File: src/rtl/json_string_unescape_utf8_assert.svh
// Assertion macros shared by the decoder RTL files.
`ifndef JSON_STRING_UNESCAPE_UTF8_ASSERT_SVH
`define JSON_STRING_UNESCAPE_UTF8_ASSERT_SVH

// Plain property, checked outside reset.
`define JSU_ASSERT(label, expr, msg) \
  label: assert property (@(posedge clk) disable iff (rst) (expr)) else $error(msg);

// Same-cycle implication, checked outside reset.
`define JSU_ASSERT_IMP(label, ante, cons, msg) \
  label: assert property (@(posedge clk) disable iff (rst) (ante) |-> (cons)) else $error(msg);

`endif

File: src/rtl/jsu_pkg.sv
// Shared types and codes for the JSON string unescape decoder.
package jsu_pkg;

  localparam int unsigned QUEUE_DEPTH = 4;

  localparam logic [1:0] KIND_DATA = 2'd0;
  localparam logic [1:0] KIND_END  = 2'd1;
  localparam logic [1:0] KIND_ERR  = 2'd2;

  localparam logic [3:0] ERR_LF        = 4'd0;
  localparam logic [3:0] ERR_CR        = 4'd1;
  localparam logic [3:0] ERR_TAB       = 4'd2;
  localparam logic [3:0] ERR_CTRL      = 4'd3;
  localparam logic [3:0] ERR_BAD_ESC   = 4'd4;
  localparam logic [3:0] ERR_BAD_HEX   = 4'd5;
  localparam logic [3:0] ERR_LONE_LOW  = 4'd6;
  localparam logic [3:0] ERR_BAD_PAIR  = 4'd7;
  localparam logic [3:0] ERR_LONE_HIGH = 4'd8;

  // One queued burst: up to four results; cnt is the number of results minus one.
  typedef struct packed {
    logic [1:0]      cnt;
    logic [3:0][7:0] data;
    logic [1:0]      kind;
    logic [3:0]      code;
  } entry_t;

endpackage

File: src/rtl/jsu_front.sv
// Front end: accepts input words, runs the escape decoder and builds result bursts.
module jsu_front (
  input  logic            clk,
  input  logic            rst,
  input  logic            in_valid,
  output logic            in_ready,
  input  logic [7:0]      in_byte,
  input  logic            restart,
  input  logic            full,
  output logic            push,
  output jsu_pkg::entry_t push_entry
);
  import jsu_pkg::*;

  localparam logic [1:0] PH_TEXT = 2'd0;
  localparam logic [1:0] PH_ESC  = 2'd1;
  localparam logic [1:0] PH_HEX  = 2'd2;
  localparam logic [1:0] PH_IDLE = 2'd3;

  logic [1:0]  phase, phase_next, ph;
  logic [1:0]  hex_count, hex_count_next, hc;
  logic [15:0] code_acc, code_acc_next, acc;
  logic [9:0]  high_half, high_half_next, hh;
  logic        high_pending, high_pending_next, hp;
  logic        accept;
  logic        emit;
  entry_t      ent;
  logic [4:0]  hex_d;
  logic [8:0]  esc_v;
  logic [15:0] cp;
  logic [20:0] full_cp;

  // {valid, value}
  function automatic logic [4:0] hex_digit(input logic [7:0] b);
    logic [4:0] r;
    r = 5'd0;
    if (b >= 8'h30 && b <= 8'h39) r = {1'b1, 4'(b - 8'h30)};
    else if (b >= 8'h41 && b <= 8'h46) r = {1'b1, 4'(b - 8'h37)};
    else if (b >= 8'h61 && b <= 8'h66) r = {1'b1, 4'(b - 8'h57)};
    return r;
  endfunction

  function automatic logic [8:0] esc_byte(input logic [7:0] b);
    logic [8:0] r;
    case (b)
      8'h22:   r = {1'b1, 8'h22};
      8'h5C:   r = {1'b1, 8'h5C};
      8'h2F:   r = {1'b1, 8'h2F};
      8'h62:   r = {1'b1, 8'h08};
      8'h66:   r = {1'b1, 8'h0C};
      8'h6E:   r = {1'b1, 8'h0A};
      8'h72:   r = {1'b1, 8'h0D};
      8'h74:   r = {1'b1, 8'h09};
      default: r = 9'd0;
    endcase
    return r;
  endfunction

  assign in_ready = !full;
  assign accept   = in_valid && in_ready;

  // Restart clears the state before this word is decoded.
  assign ph  = restart ? PH_TEXT : phase;
  assign hc  = restart ? 2'd0    : hex_count;
  assign acc = restart ? 16'd0   : code_acc;
  assign hh  = restart ? 10'd0   : high_half;
  assign hp  = restart ? 1'b0    : high_pending;

  assign hex_d   = hex_digit(in_byte);
  assign esc_v   = esc_byte(in_byte);
  assign cp      = {acc[11:0], hex_d[3:0]};
  assign full_cp = 21'h10000 + {1'b0, hh, cp[9:0]};

  always_comb begin
    phase_next        = ph;
    hex_count_next    = hc;
    code_acc_next     = acc;
    high_half_next    = hh;
    high_pending_next = hp;
    emit              = 1'b0;
    ent               = '0;
    ent.kind          = KIND_DATA;
    if (ph == PH_IDLE) begin
      emit = 1'b0;
    end else if (in_byte < 8'h20) begin
      emit       = 1'b1;
      ent.kind   = KIND_ERR;
      phase_next = PH_IDLE;
      case (in_byte)
        8'h0A:   ent.code = ERR_LF;
        8'h0D:   ent.code = ERR_CR;
        8'h09:   ent.code = ERR_TAB;
        default: ent.code = ERR_CTRL;
      endcase
    end else begin
      case (ph)
        PH_TEXT: begin
          if (in_byte == 8'h5C) begin
            phase_next = PH_ESC;
          end else begin
            emit = 1'b1;
            if (hp) begin
              ent.kind   = KIND_ERR;
              ent.code   = ERR_LONE_HIGH;
              phase_next = PH_IDLE;
            end else if (in_byte == 8'h22) begin
              ent.kind   = KIND_END;
              phase_next = PH_IDLE;
            end else begin
              ent.data[0] = in_byte;
            end
          end
        end
        PH_ESC: begin
          if (in_byte == 8'h75) begin
            phase_next     = PH_HEX;
            hex_count_next = 2'd0;
            code_acc_next  = 16'd0;
          end else begin
            emit = 1'b1;
            if (!esc_v[8]) begin
              ent.kind   = KIND_ERR;
              ent.code   = ERR_BAD_ESC;
              phase_next = PH_IDLE;
            end else if (hp) begin
              ent.kind   = KIND_ERR;
              ent.code   = ERR_LONE_HIGH;
              phase_next = PH_IDLE;
            end else begin
              ent.data[0] = esc_v[7:0];
              phase_next  = PH_TEXT;
            end
          end
        end
        PH_HEX: begin
          if (!hex_d[4]) begin
            emit       = 1'b1;
            ent.kind   = KIND_ERR;
            ent.code   = ERR_BAD_HEX;
            phase_next = PH_IDLE;
          end else if (hc != 2'd3) begin
            code_acc_next  = cp;
            hex_count_next = hc + 2'd1;
          end else begin
            code_acc_next  = cp;
            hex_count_next = 2'd0;
            phase_next     = PH_TEXT;
            if (!hp) begin
              if (cp >= 16'hD800 && cp <= 16'hDBFF) begin
                high_half_next    = cp[9:0];
                high_pending_next = 1'b1;
              end else if (cp >= 16'hDC00 && cp <= 16'hDFFF) begin
                emit       = 1'b1;
                ent.kind   = KIND_ERR;
                ent.code   = ERR_LONE_LOW;
                phase_next = PH_IDLE;
              end else if (cp <= 16'h007F) begin
                emit        = 1'b1;
                ent.data[0] = cp[7:0];
              end else if (cp <= 16'h07FF) begin
                emit        = 1'b1;
                ent.cnt     = 2'd1;
                ent.data[0] = {3'b110, cp[10:6]};
                ent.data[1] = {2'b10, cp[5:0]};
              end else begin
                emit        = 1'b1;
                ent.cnt     = 2'd2;
                ent.data[0] = {4'b1110, cp[15:12]};
                ent.data[1] = {2'b10, cp[11:6]};
                ent.data[2] = {2'b10, cp[5:0]};
              end
            end else if (cp < 16'hDC00 || cp > 16'hDFFF) begin
              emit       = 1'b1;
              ent.kind   = KIND_ERR;
              ent.code   = ERR_BAD_PAIR;
              phase_next = PH_IDLE;
            end else begin
              emit              = 1'b1;
              ent.cnt           = 2'd3;
              ent.data[0]       = {5'b11110, full_cp[20:18]};
              ent.data[1]       = {2'b10, full_cp[17:12]};
              ent.data[2]       = {2'b10, full_cp[11:6]};
              ent.data[3]       = {2'b10, full_cp[5:0]};
              high_half_next    = 10'd0;
              high_pending_next = 1'b0;
            end
          end
        end
        default: emit = 1'b0;
      endcase
    end
  end

  assign push       = accept && emit;
  assign push_entry = ent;

  always_ff @(posedge clk) begin
    if (rst) begin
      phase        <= PH_TEXT;
      hex_count    <= 2'd0;
      code_acc     <= 16'd0;
      high_half    <= 10'd0;
      high_pending <= 1'b0;
    end else if (accept) begin
      phase        <= phase_next;
      hex_count    <= hex_count_next;
      code_acc     <= code_acc_next;
      high_half    <= high_half_next;
      high_pending <= high_pending_next;
    end
  end

`include "json_string_unescape_utf8_assert.svh"

  `JSU_ASSERT(a_fault_goes_idle, (push && push_entry.kind != KIND_DATA) |=> (phase == PH_IDLE), "end or error did not leave the decoder idle")

endmodule

File: src/rtl/jsu_fifo.sv
// Short burst queue between the decoder front end and the result sequencer.
module jsu_fifo #(
  parameter int unsigned Depth = jsu_pkg::QUEUE_DEPTH
) (
  input  logic            clk,
  input  logic            rst,
  input  logic            push,
  input  jsu_pkg::entry_t wr_data,
  output logic            full,
  input  logic            pop,
  output jsu_pkg::entry_t rd_data,
  output logic            empty
);
  import jsu_pkg::*;

  localparam int unsigned PtrW = (Depth > 1) ? $clog2(Depth) : 1;
  localparam int unsigned CntW = $clog2(Depth + 1);

  entry_t          mem [Depth];
  logic [PtrW-1:0] wr_ptr, rd_ptr;
  logic [CntW-1:0] count;

  assign full    = (count == CntW'(Depth));
  assign empty   = (count == '0);
  assign rd_data = mem[rd_ptr];

  always_ff @(posedge clk) begin
    if (push) mem[wr_ptr] <= wr_data;
  end

  always_ff @(posedge clk) begin
    if (rst) begin
      wr_ptr <= '0;
      rd_ptr <= '0;
      count  <= '0;
    end else begin
      if (push) wr_ptr <= (wr_ptr == PtrW'(Depth - 1)) ? '0 : wr_ptr + PtrW'(1);
      if (pop)  rd_ptr <= (rd_ptr == PtrW'(Depth - 1)) ? '0 : rd_ptr + PtrW'(1);
      if (push && !pop)      count <= count + CntW'(1);
      else if (pop && !push) count <= count - CntW'(1);
    end
  end

`include "json_string_unescape_utf8_assert.svh"

  `JSU_ASSERT_IMP(a_no_push_full, push, !full, "burst pushed into a full queue")
  `JSU_ASSERT_IMP(a_no_pop_empty, pop, !empty, "burst popped from an empty queue")
  `JSU_ASSERT(a_count_bound, count <= CntW'(Depth), "queue count beyond depth")

endmodule

File: src/rtl/jsu_back.sv
// Back end: unpacks queued bursts into single result words behind an output register.
module jsu_back (
  input  logic            clk,
  input  logic            rst,
  input  logic            empty,
  input  jsu_pkg::entry_t rd_data,
  output logic            pop,
  output logic            out_valid,
  input  logic            out_ready,
  output logic [7:0]      out_byte,
  output logic [1:0]      kind,
  output logic [3:0]      error_code,
  output logic            last
);
  import jsu_pkg::*;

  entry_t     cur;
  logic       cur_valid;
  logic [1:0] idx;
  logic       load;
  logic       fin;

  // Move one result into the output register whenever it is free or being taken.
  assign load = cur_valid && (!out_valid || out_ready);
  assign fin  = load && (idx == cur.cnt);
  assign pop  = !empty && (!cur_valid || fin);

  always_ff @(posedge clk) begin
    if (rst) begin
      cur_valid <= 1'b0;
      idx       <= 2'd0;
      out_valid <= 1'b0;
    end else begin
      if (pop) begin
        cur_valid <= 1'b1;
        idx       <= 2'd0;
      end else if (fin) begin
        cur_valid <= 1'b0;
      end else if (load) begin
        idx <= idx + 2'd1;
      end
      if (load)           out_valid <= 1'b1;
      else if (out_ready) out_valid <= 1'b0;
    end
  end

  always_ff @(posedge clk) begin
    if (pop) cur <= rd_data;
    if (load) begin
      out_byte   <= cur.data[idx];
      kind       <= cur.kind;
      error_code <= cur.code;
      last       <= (idx == cur.cnt);
    end
  end

`include "json_string_unescape_utf8_assert.svh"

  `JSU_ASSERT_IMP(a_end_is_last, out_valid && kind != KIND_DATA, last, "end or error word not marked last")

endmodule

File: src/rtl/json_string_unescape_utf8.sv
// Top level of the JSON string body decoder with UTF-8 output.
//
//  channel | direction | handshake             | payload
//  --------+-----------+-----------------------+----------------------------------
//  input   | in        | in_valid / in_ready   | in_byte, restart
//  output  | out       | out_valid / out_ready | out_byte, kind, error_code, last
//
// One input word is taken per cycle while the burst queue has room; decoding is done
// in that cycle and its 0 to 4 results are queued as one burst.
// Results leave one per cycle through the output register while out_ready is high;
// a multi-byte burst therefore holds the output while it drains, and the queue
// (QueueDepth bursts) absorbs that. A result passes the queue entry, the burst register
// cur and the output register. Reset is synchronous; no clearing pass is needed.
// Output stalls fill the queue and then drop in_ready.
module json_string_unescape_utf8 #(
  parameter int unsigned QueueDepth = jsu_pkg::QUEUE_DEPTH
) (
  input  logic       clk,
  input  logic       rst,
  input  logic       in_valid,
  output logic       in_ready,
  input  logic [7:0] in_byte,
  input  logic       restart,
  output logic       out_valid,
  input  logic       out_ready,
  output logic [7:0] out_byte,
  output logic [1:0] kind,
  output logic [3:0] error_code,
  output logic       last
);
  import jsu_pkg::*;

  logic   push, pop, full, empty;
  entry_t push_entry, rd_data;

  jsu_front u_front (
    .clk        (clk),
    .rst        (rst),
    .in_valid   (in_valid),
    .in_ready   (in_ready),
    .in_byte    (in_byte),
    .restart    (restart),
    .full       (full),
    .push       (push),
    .push_entry (push_entry)
  );

  jsu_fifo #(
    .Depth (QueueDepth)
  ) u_fifo (
    .clk     (clk),
    .rst     (rst),
    .push    (push),
    .wr_data (push_entry),
    .full    (full),
    .pop     (pop),
    .rd_data (rd_data),
    .empty   (empty)
  );

  jsu_back u_back (
    .clk        (clk),
    .rst        (rst),
    .empty      (empty),
    .rd_data    (rd_data),
    .pop        (pop),
    .out_valid  (out_valid),
    .out_ready  (out_ready),
    .out_byte   (out_byte),
    .kind       (kind),
    .error_code (error_code),
    .last       (last)
  );

endmodule

File: config.mk
export PLATFORM = sky130hd
export DESIGN_NAME = json_string_unescape_utf8
export DESIGN_NICKNAME = d
export VERILOG_FILES = /design/src/rtl/jsu_pkg.sv /design/src/rtl/jsu_front.sv /design/src/rtl/jsu_fifo.sv /design/src/rtl/jsu_back.sv /design/src/rtl/json_string_unescape_utf8.sv
export VERILOG_INCLUDE_DIRS = /design/src /design/src/rtl
export SDC_FILE = /design/constraint.sdc
export NUM_CORES = 1
export LEC_CHECK = 0
export BUFFER_PORTS_ARGS = -buffer_cell sky130_fd_sc_hd__buf_2
export CORE_ASPECT_RATIO = 1.5
export CORE_MARGIN = 2
export CORE_UTILIZATION = 55
export CTS_BUF_LIST = sky130_fd_sc_hd__clkbuf_16
export CTS_CLUSTER_SIZE = 16
export DETAILED_ROUTE_END_ITERATION = 8
export PLACE_DENSITY = 0.8
export SLEW_MARGIN = 20
export SYNTH_ARGS = -nofsm -noshare
export SYNTH_HDL_FRONTEND = slang
export SYNTH_SLANG_ARGS = --single-unit
File: constraint.sdc
create_clock -name clk -period 5.7 [get_ports clk]
set_clock_uncertainty 0.1 [all_clocks]
set_input_delay 0.855 -clock clk [delete_from_list [all_inputs] [get_ports clk]]
set_output_delay 0.855 -clock clk [all_outputs]
set_load 0.02 [all_outputs]
### Word-level counts from Yosys, hierarchy flattened

Memory sizes are Yosys's and may differ from the RTL's. A register that Yosys moved wholly into a read port is not among the register bits.
Index checks and enable logic that the tools add are counted.

* register bits after elaboration: 57
* RAM bits: 160
* bits of input ports: 13
* output and inout port bits: 17
* memories kept: 1

* add/subtract/negate cells: 10
* order comparisons: 16
* equality and inequality tests: 20
* mux-type cells: 123
* bitwise gates (word level): 1
* reductions and logical operators: 28

Memory list
* u_fifo.mem: depth 4, width 40, rd ports 1, clocked after Yosys merged registers in 1, wr ports 1, line jsu_fifo.sv:19 `entry_t mem [Depth];`

Operators by type and width (number)
* 2-to-1 mux 34 bit: 9
* 2-to-1 mux 16 bit: 15
* 2-to-1 mux 10 bit: 9
* 2-to-1 mux 40 bit: 2
* case mux 9 bit (8 select lines): 1
* 2-to-1 mux 8 bit: 8
* 2-to-1 mux 30 bit: 2
* 2-to-1 mux 2 bit: 29
* equality test 8 x 7 -> 1 bit (second input constant): 7
* 2-to-1 mux 14 bit: 3
* case mux 14 bit (3 select lines): 1
* 2-to-1 mux 6 bit: 6
* >= comparator 16 bit (second input constant): 2
* less-or-equal comparator 16 bit (second input constant): 2
* case mux 16 bit (2 select lines): 1
* 2-to-1 mux 26 bit: 1
* equality test 8 x 4 -> 1 bit (second input constant): 3
* 2-to-1 mux 1 bit: 24
* 2-to-1 mux 24 bit: 1
* adder 17 x 20 -> 21 bit (first input constant): 1
* binary-select mux 8 bit (select 2 bit): 1
* equality test 8 x 6 -> 1 bit (second input constant): 2
* >= comparator 8 x 7 -> 1 bit (second input constant): 2
* > comparator 16 bit (second input constant): 1
* other kinds (33): 65

### Longest topological paths before layout

* depth in word-level cells: 25
* mapped depth: 17
* depth with buffers taken out: 14

### Cells and area by module

From an unflattened synthesis, not the netlist that was laid out.

* cell total of the unflattened synthesis: 769
* area, all modules: 11417.2 sq um

Modules (own cells, without submodules)
* jsu_fifo: times used 1, cells an instance 253, area an instance 6257.3 sq um
* jsu_front: times used 1, cells an instance 430, area an instance 3084.2 sq um
* jsu_back: times used 1, cells an instance 86, area an instance 2075.7 sq um

### Worst setup path after synthesis

Ideal clock, no wire load.

* kind: input to register
* start: in restart
* end: reg u_fifo.count[2]
* arrival: 3.717 ns
* data required time: 5.529 ns
* path slack: 1.813 ns
* cell stages on the path: 16
* path buffers: 4
* cell sequence: clkbuf_1 -> inv_1 -> buf_2 -> nand2_1 -> inv_1 -> ha_1 -> clkbuf_1 -> nor2_1 -> a31o_1 -> buf_2 -> ha_1 -> inv_1 -> fa_1 -> xor2_1 -> or3_1 -> a21oi_1

* longest elaborated chain between the ends: 14
* elaborated cells between the ends (all ways): 25
* classes of those cells: order compare: 2; eq/ne: 4; mux: 12; reduce/logical: 7

Ends and longest elaborated chain
* from (decl): line json_string_unescape_utf8.sv:23 `input logic restart,`
* 2-to-1 mux 16 bit: line jsu_front.sv:65 `assign acc = restart ? 16'd0 : code_acc;`
* >= comparator 16 bit or less-or-equal comparator 16 bit (tied branches): line jsu_front.sv:149 `if (cp >= 16'hD800 && cp <= 16'hDBFF) begin`
* logical AND 1 bit: line jsu_front.sv:149
* 2-to-1 mux 1 bit: line jsu_front.sv:149
* 2-to-1 mux 1 bit: line jsu_front.sv:148 `if (!hp) begin`
* 2-to-1 mux 1 bit: line jsu_front.sv:141 `end else if (hc != 2'd3) begin`
* 2-to-1 mux 1 bit: line jsu_front.sv:136 `if (!hex_d[4]) begin`
* case mux 1 bit (3 select lines): line jsu_front.sv:96 `case (ph)`
* 2-to-1 mux 1 bit: line jsu_front.sv:85 `end else if (in_byte < 8'h20) begin`
* 2-to-1 mux 1 bit (*): line jsu_front.sv:83 `if (ph == PH_IDLE) begin`
* logical AND 1 bit (*): line jsu_front.sv:194 `assign push = accept && emit;`
* via push: line json_string_unescape_utf8.sv:33 `logic push, pop, full, empty;`
* zero test 1 bit: line jsu_fifo.sv:40 `else if (pop && !push) count <= count - CntW'(1);`
* logical AND 1 bit: line jsu_fifo.sv:40
* nonzero test 2 bit (no source line)
* to (signal assigned): line jsu_fifo.sv:39 `if (push && !pop) count <= count + CntW'(1);`
* to (signal assigned): line jsu_fifo.sv:40
* to (decl): line jsu_fifo.sv:21 `logic [CntW-1:0] count;`

The timed path passes the listed nets; every way through them passes the cells marked *.
A chain may end at the register's enable or synchronous reset.

### Worst setup path in the final report

* start: in restart
* end: reg u_fifo.count[2]

* longest elaborated chain between the ends: 14
* elaborated cells between the ends (all ways): 25
* classes of those cells: order compare: 2; eq/ne: 4; mux: 12; reduce/logical: 7

Ends and longest elaborated chain (line)
* 2-to-1 mux 16 bit: jsu_front.sv:65
* >= comparator 16 bit or less-or-equal comparator 16 bit (tied branches): jsu_front.sv:149
* logical AND 1 bit: jsu_front.sv:149
* 2-to-1 mux 1 bit: jsu_front.sv:149
* 2-to-1 mux 1 bit: jsu_front.sv:148
* 2-to-1 mux 1 bit: jsu_front.sv:141
* 2-to-1 mux 1 bit: jsu_front.sv:136
* case mux 1 bit (3 select lines): jsu_front.sv:96
* 2-to-1 mux 1 bit: jsu_front.sv:85
* 2-to-1 mux 1 bit (*): jsu_front.sv:83
* logical AND 1 bit (*): jsu_front.sv:194
* zero test 1 bit: jsu_fifo.sv:40
* logical AND 1 bit: jsu_fifo.sv:40
* nonzero test 2 bit (no source line)

Mark *: on every way between the ends. The rest lies on a longest branch, timed or not.

==> summary by stage <==
Outcome
The run finished with clean final reports.

Power
The total internal power is 3.48 mW. The clock group share of total power is 0.308. The power density of the placed cells is 412 nW/µm².

The combinational group share of total power is 0.196. The total leakage power is 3.98 nW. In this run the power spent charging and discharging nets is 1.26 mW. The maximum vdd ir drop is 0.198 mV. The sequential share of power is 0.496. Summing internal, switching and leakage power gives 4.73 mW. The net switching share of the total power is 0.265.

Critical path
Among the stages of the critical path, the cell type that occurs most often is inv_1. At the worst endpoint, the arrival time is 4.56 ns. In this run the worst setup path begins at restart.

The nature of the critical path endpoint is a register. The worst setup path is launched from a primary input. The critical path goes through buf_2 > inv_1 > nand2_1 > inv_1 > ha_1 > nor2_1 > a31o_1 > ha_1 > inv_1 > fa_1 > xor2_1 > or3_1 > a21oi_1. The required time reported for the critical path endpoint is 6.03 ns.

The kind of cell with the highest combined delay along the critical path is adder cells. The number of buffers and inverters on the critical path is 4. The delay contributed by the slowest stage of the critical path is 0.47 ns. For this design, the slowest cell found on the critical path is a31o_1. The worst setup path category is in2reg. Along the worst path, the maximum fanout reaches 28. The startpoint of the worst register-to-register path is u_front.phase[0].

Synthesis
In the post-synthesis netlist, the biggest area contributors are edfxtp_1 (56%), mux4_2 (9.3%), dfxtp_1 (7.3%). The most used flip-flop cell after synthesis is edfxtp_1. For this run, the register share of the synthesized area comes to 0.636.

The share of synthesized flip-flops with an asynchronous set or reset is 0. Yosys mapped a number of flops with a built-in enable equal to 195. Ranked by instance count, the synthesized netlist is headed by edfxtp_1 (195), nand2_1 (49), nor2_1 (44). The cell accounting for the most synthesized area is edfxtp_1. Counting flops and latches in the post-synthesis netlist gives 233.

A synthesized cell averages 14.2 µm². The gate count after technology mapping is 730. For this run, the number of Yosys warnings is 0. The most common cell in the netlist is edfxtp_1. After synthesis, the netlist uses 82 different library cells.

The area of the mapped netlist is 10400 µm². Synthesis produced a netlist with a net count of 760. Of the post-synthesis cell area, the dominant cell type holds 0.563.

Placed design
The final weighted congestion in routability-driven placement is 0.987. The HPWL after detailed placement is 16900 µm. The worst setup slack after placement is 1.04 ns. The total cell area at the placement stage is 10800 µm².

The number of buffers added on ports is 29.

STA
The time the worst path needs with I/O delays and setup is 4.22 ns. The final critical-path setup slack is 1.48 ns. Setup repair after global routing left no endpoint under its margin. The slew of the pin with the lowest slew margin is 1.05 ns. The count of endpoints failing hold in the final timing report is 0.

After routing, the total negative slack on setup checks comes to 0 ns. The number of pins exceeding their max-slew limit in the final report is 0. Based on the critical path, the design can be clocked at up to 237 MHz.

The max-slew headroom at the worst pin is 0.299. The number of setup violations in the final report is 0. The period utilization is 0.741.

Finish
The net total in the final layout is 783. The post-synthesis to final-layout area growth is 10.4%. The area of all placed cells without fillers is 11500 µm². The core utilization of the finished layout is 0.619. In the final layout, the share of cells above drive strength 1 is 0.180. The number of inserted diodes is 0.

The area of the multi-input gates is 3550 µm². Fill cells in the final layout number 1367. The register area is 6620 µm².

Clocking
Clock-pin slew was measured on the worst setup and hold paths at 0.06 ns. The number of buffers on the longest clock path is 3. The later pin in the worst-skew pair is clocked with a latency of 0.51 ns. In this run, post-CTS repair resized a total of 0 instances. CTS built an H-tree with a depth of 1. In this run the post-CTS setup repair buffer count came out at 0. TritonCTS created 21 clock buffers. The number of hold buffers added after CTS is 0. Counting every sink on the clock net gives 233.

TritonCTS built the clock tree. The cell sitting at the root of the clock tree is a clkbuf_16.

Global routing
The global-route wire length before repair is 37400 µm. The total overflow left after global routing is 0. The global-route usage over all layers is 0.250. Entering global routing, the biggest net connects 40 pins.

The number of global-route vias before repair was 6594. The number of antenna violations at the first check in global routing came to 0.

Routing
The average via count per standard cell is 6.38. After detailed routing, the total wire length is 24300 µm. The uppermost signal routing layer after detailed routing is met4. Before antenna repair, the detailed router went through 5 iterations.

The post-route met1 wirelength is 9200 µm. The count of nets left with antenna violations once routing finished came out at 0. The vias after detailed routing is 6512. The routed design uses 12400 µm of met2 wire. Detailed routing placed a total of 1390 µm of wire on met3.

The initial DRC count is 557. After detailed routing, the average wire length per cell comes to 23.8 µm. After detailed routing, the number of remaining DRC violations is 0.

Floorplan
The chip height is 172 µm. During I/O placement, the number of pins put on the boundary was 30. After floorplanning, the core was sized to cover 18500 µm². The horizontal extent of the die is 116 µm.

The area of the die is 20100 µm². For this configuration, the core starts out at a cell density of 0.561. The standard-cell row count is 61.

Hold path
The path class of the tightest hold or removal check is reg2reg. The start point of the worst min-delay path is u_back.cur[2].

Run
The number of maximum-capacitance violations is 0.
-- power by group through the flow --
stage                     registers (mW)  clock network [mW]  logic [mW]
after global placement              2.37                   0       0.902
after CTS                           2.35                1.47       0.949
after detailed placement            2.39                   0       0.942
final                               2.35                1.46       0.929
after floorplan                     2.40                   0       0.631
after global routing                2.38                1.54        1.01
-- path summary, 6_finish.rpt --
path / slack [ns] / to / cells after the start
setup reg to reg: 2.37 / u_fifo.count[2] / 13
hold reg to reg: 0.32 / u_back.error_code[2] / 0
setup / recovery: 1.48 / u_fifo.count[2] / 13
hold / removal: 0.32 / u_back.error_code[2] / 0
-- flip-flops by register name, indices dropped and copies added (netlist names), 3 cells and up --
name	flops
u_front.code_acc	12
u_fifo.count	3
u_front.high_half	10
u_back.error_code	4
u_back.out_byte	8
u_back.cur	36
u_fifo.mem	144
-- placed cells by master (no fill, tap or decap), types with 3 or more instances in the layout --
cell type,instances
a22oi_1,9
xor2_1,5
nand3b_1,3
a211oi_1,4
nor2_1,44
and2_1,10
bufinv_16,4
dfxtp_1,37
or3_1,8
a21oi_1,39
nor3_1,13
a32oi_1,4
and3_1,7
nor3b_1,3
mux4_2,43
a21o_1,5
mux2i_1,4
a31oi_1,9
nor2b_1,18
inv_6,3
nor2_2,3
nand2_1,49
xnor2_1,5
inv_1,20
nand2b_1,8
o41ai_1,3
nand3_1,15
o211ai_1,3
a22o_1,11
edfxtp_1,195
buf_4,9
o21ai_0,29
clkinv_1,3
o22ai_1,3
nor4_1,4
o21ai_1,8
clkbuf_16,21
buf_2,29
ha_1,16
-- per-layer routing --
layer,vias to the layer above,GRT usage
met4,0,0.122
met1,3264,0.309
met2,272,0.433
li1,2911,-
met5,-,0
met3,65,0.0315
-- worst reg2reg max path, delay by kind of cell, from the launching register on --
family / cells / cell delay, ns
xor+xnor: 1 / 0.18
fa+ha+maj: 3 / 0.84
flops: 1 / 0.36
buf+inv: 3 / 0.26
compound gates: 4 / 1.10
simple gates: 2 / 0.41
-- through the flow --
step	hold slack, ns	std cells
after global placement	0.304	982
after global routing	0.332	1020
after floorplan	0.300	730
after CTS	0.318	1020
final	0.316	1020
after detailed placement	0.307	982
-- layout make-up --
| class | instances | share of cell area |
|---|---|---|
| clock buffers | 21 | 0.0458 |
| clock inverters | 17 | 0.0170 |
| inverters | 18 | 0.00588 |
| multi-input cells | 441 | 0.309 |
| flip-flops and latches | 233 | 0.576 |
| well taps | 252 | 0.0275 |
| repair buffers | 38 | 0.0185 |
-- logic make-up (layout without fill, tap and decap cells) --
kind of cell,count (synthesis),after routing,share of synthesized area
XOR/XNOR,10,10,0.00842
adder cells (fa/ha/maj),17,17,0.0212
buffers and inverters,56,94,0.0229
AND/OR/NAND/NOR,204,204,0.105
AO/OA/AOI/OAI,163,163,0.110
multiplexers,47,47,0.0969
flip-flops,233,233,0.636
Note: power is estimated with default switching activity, not from simulation.
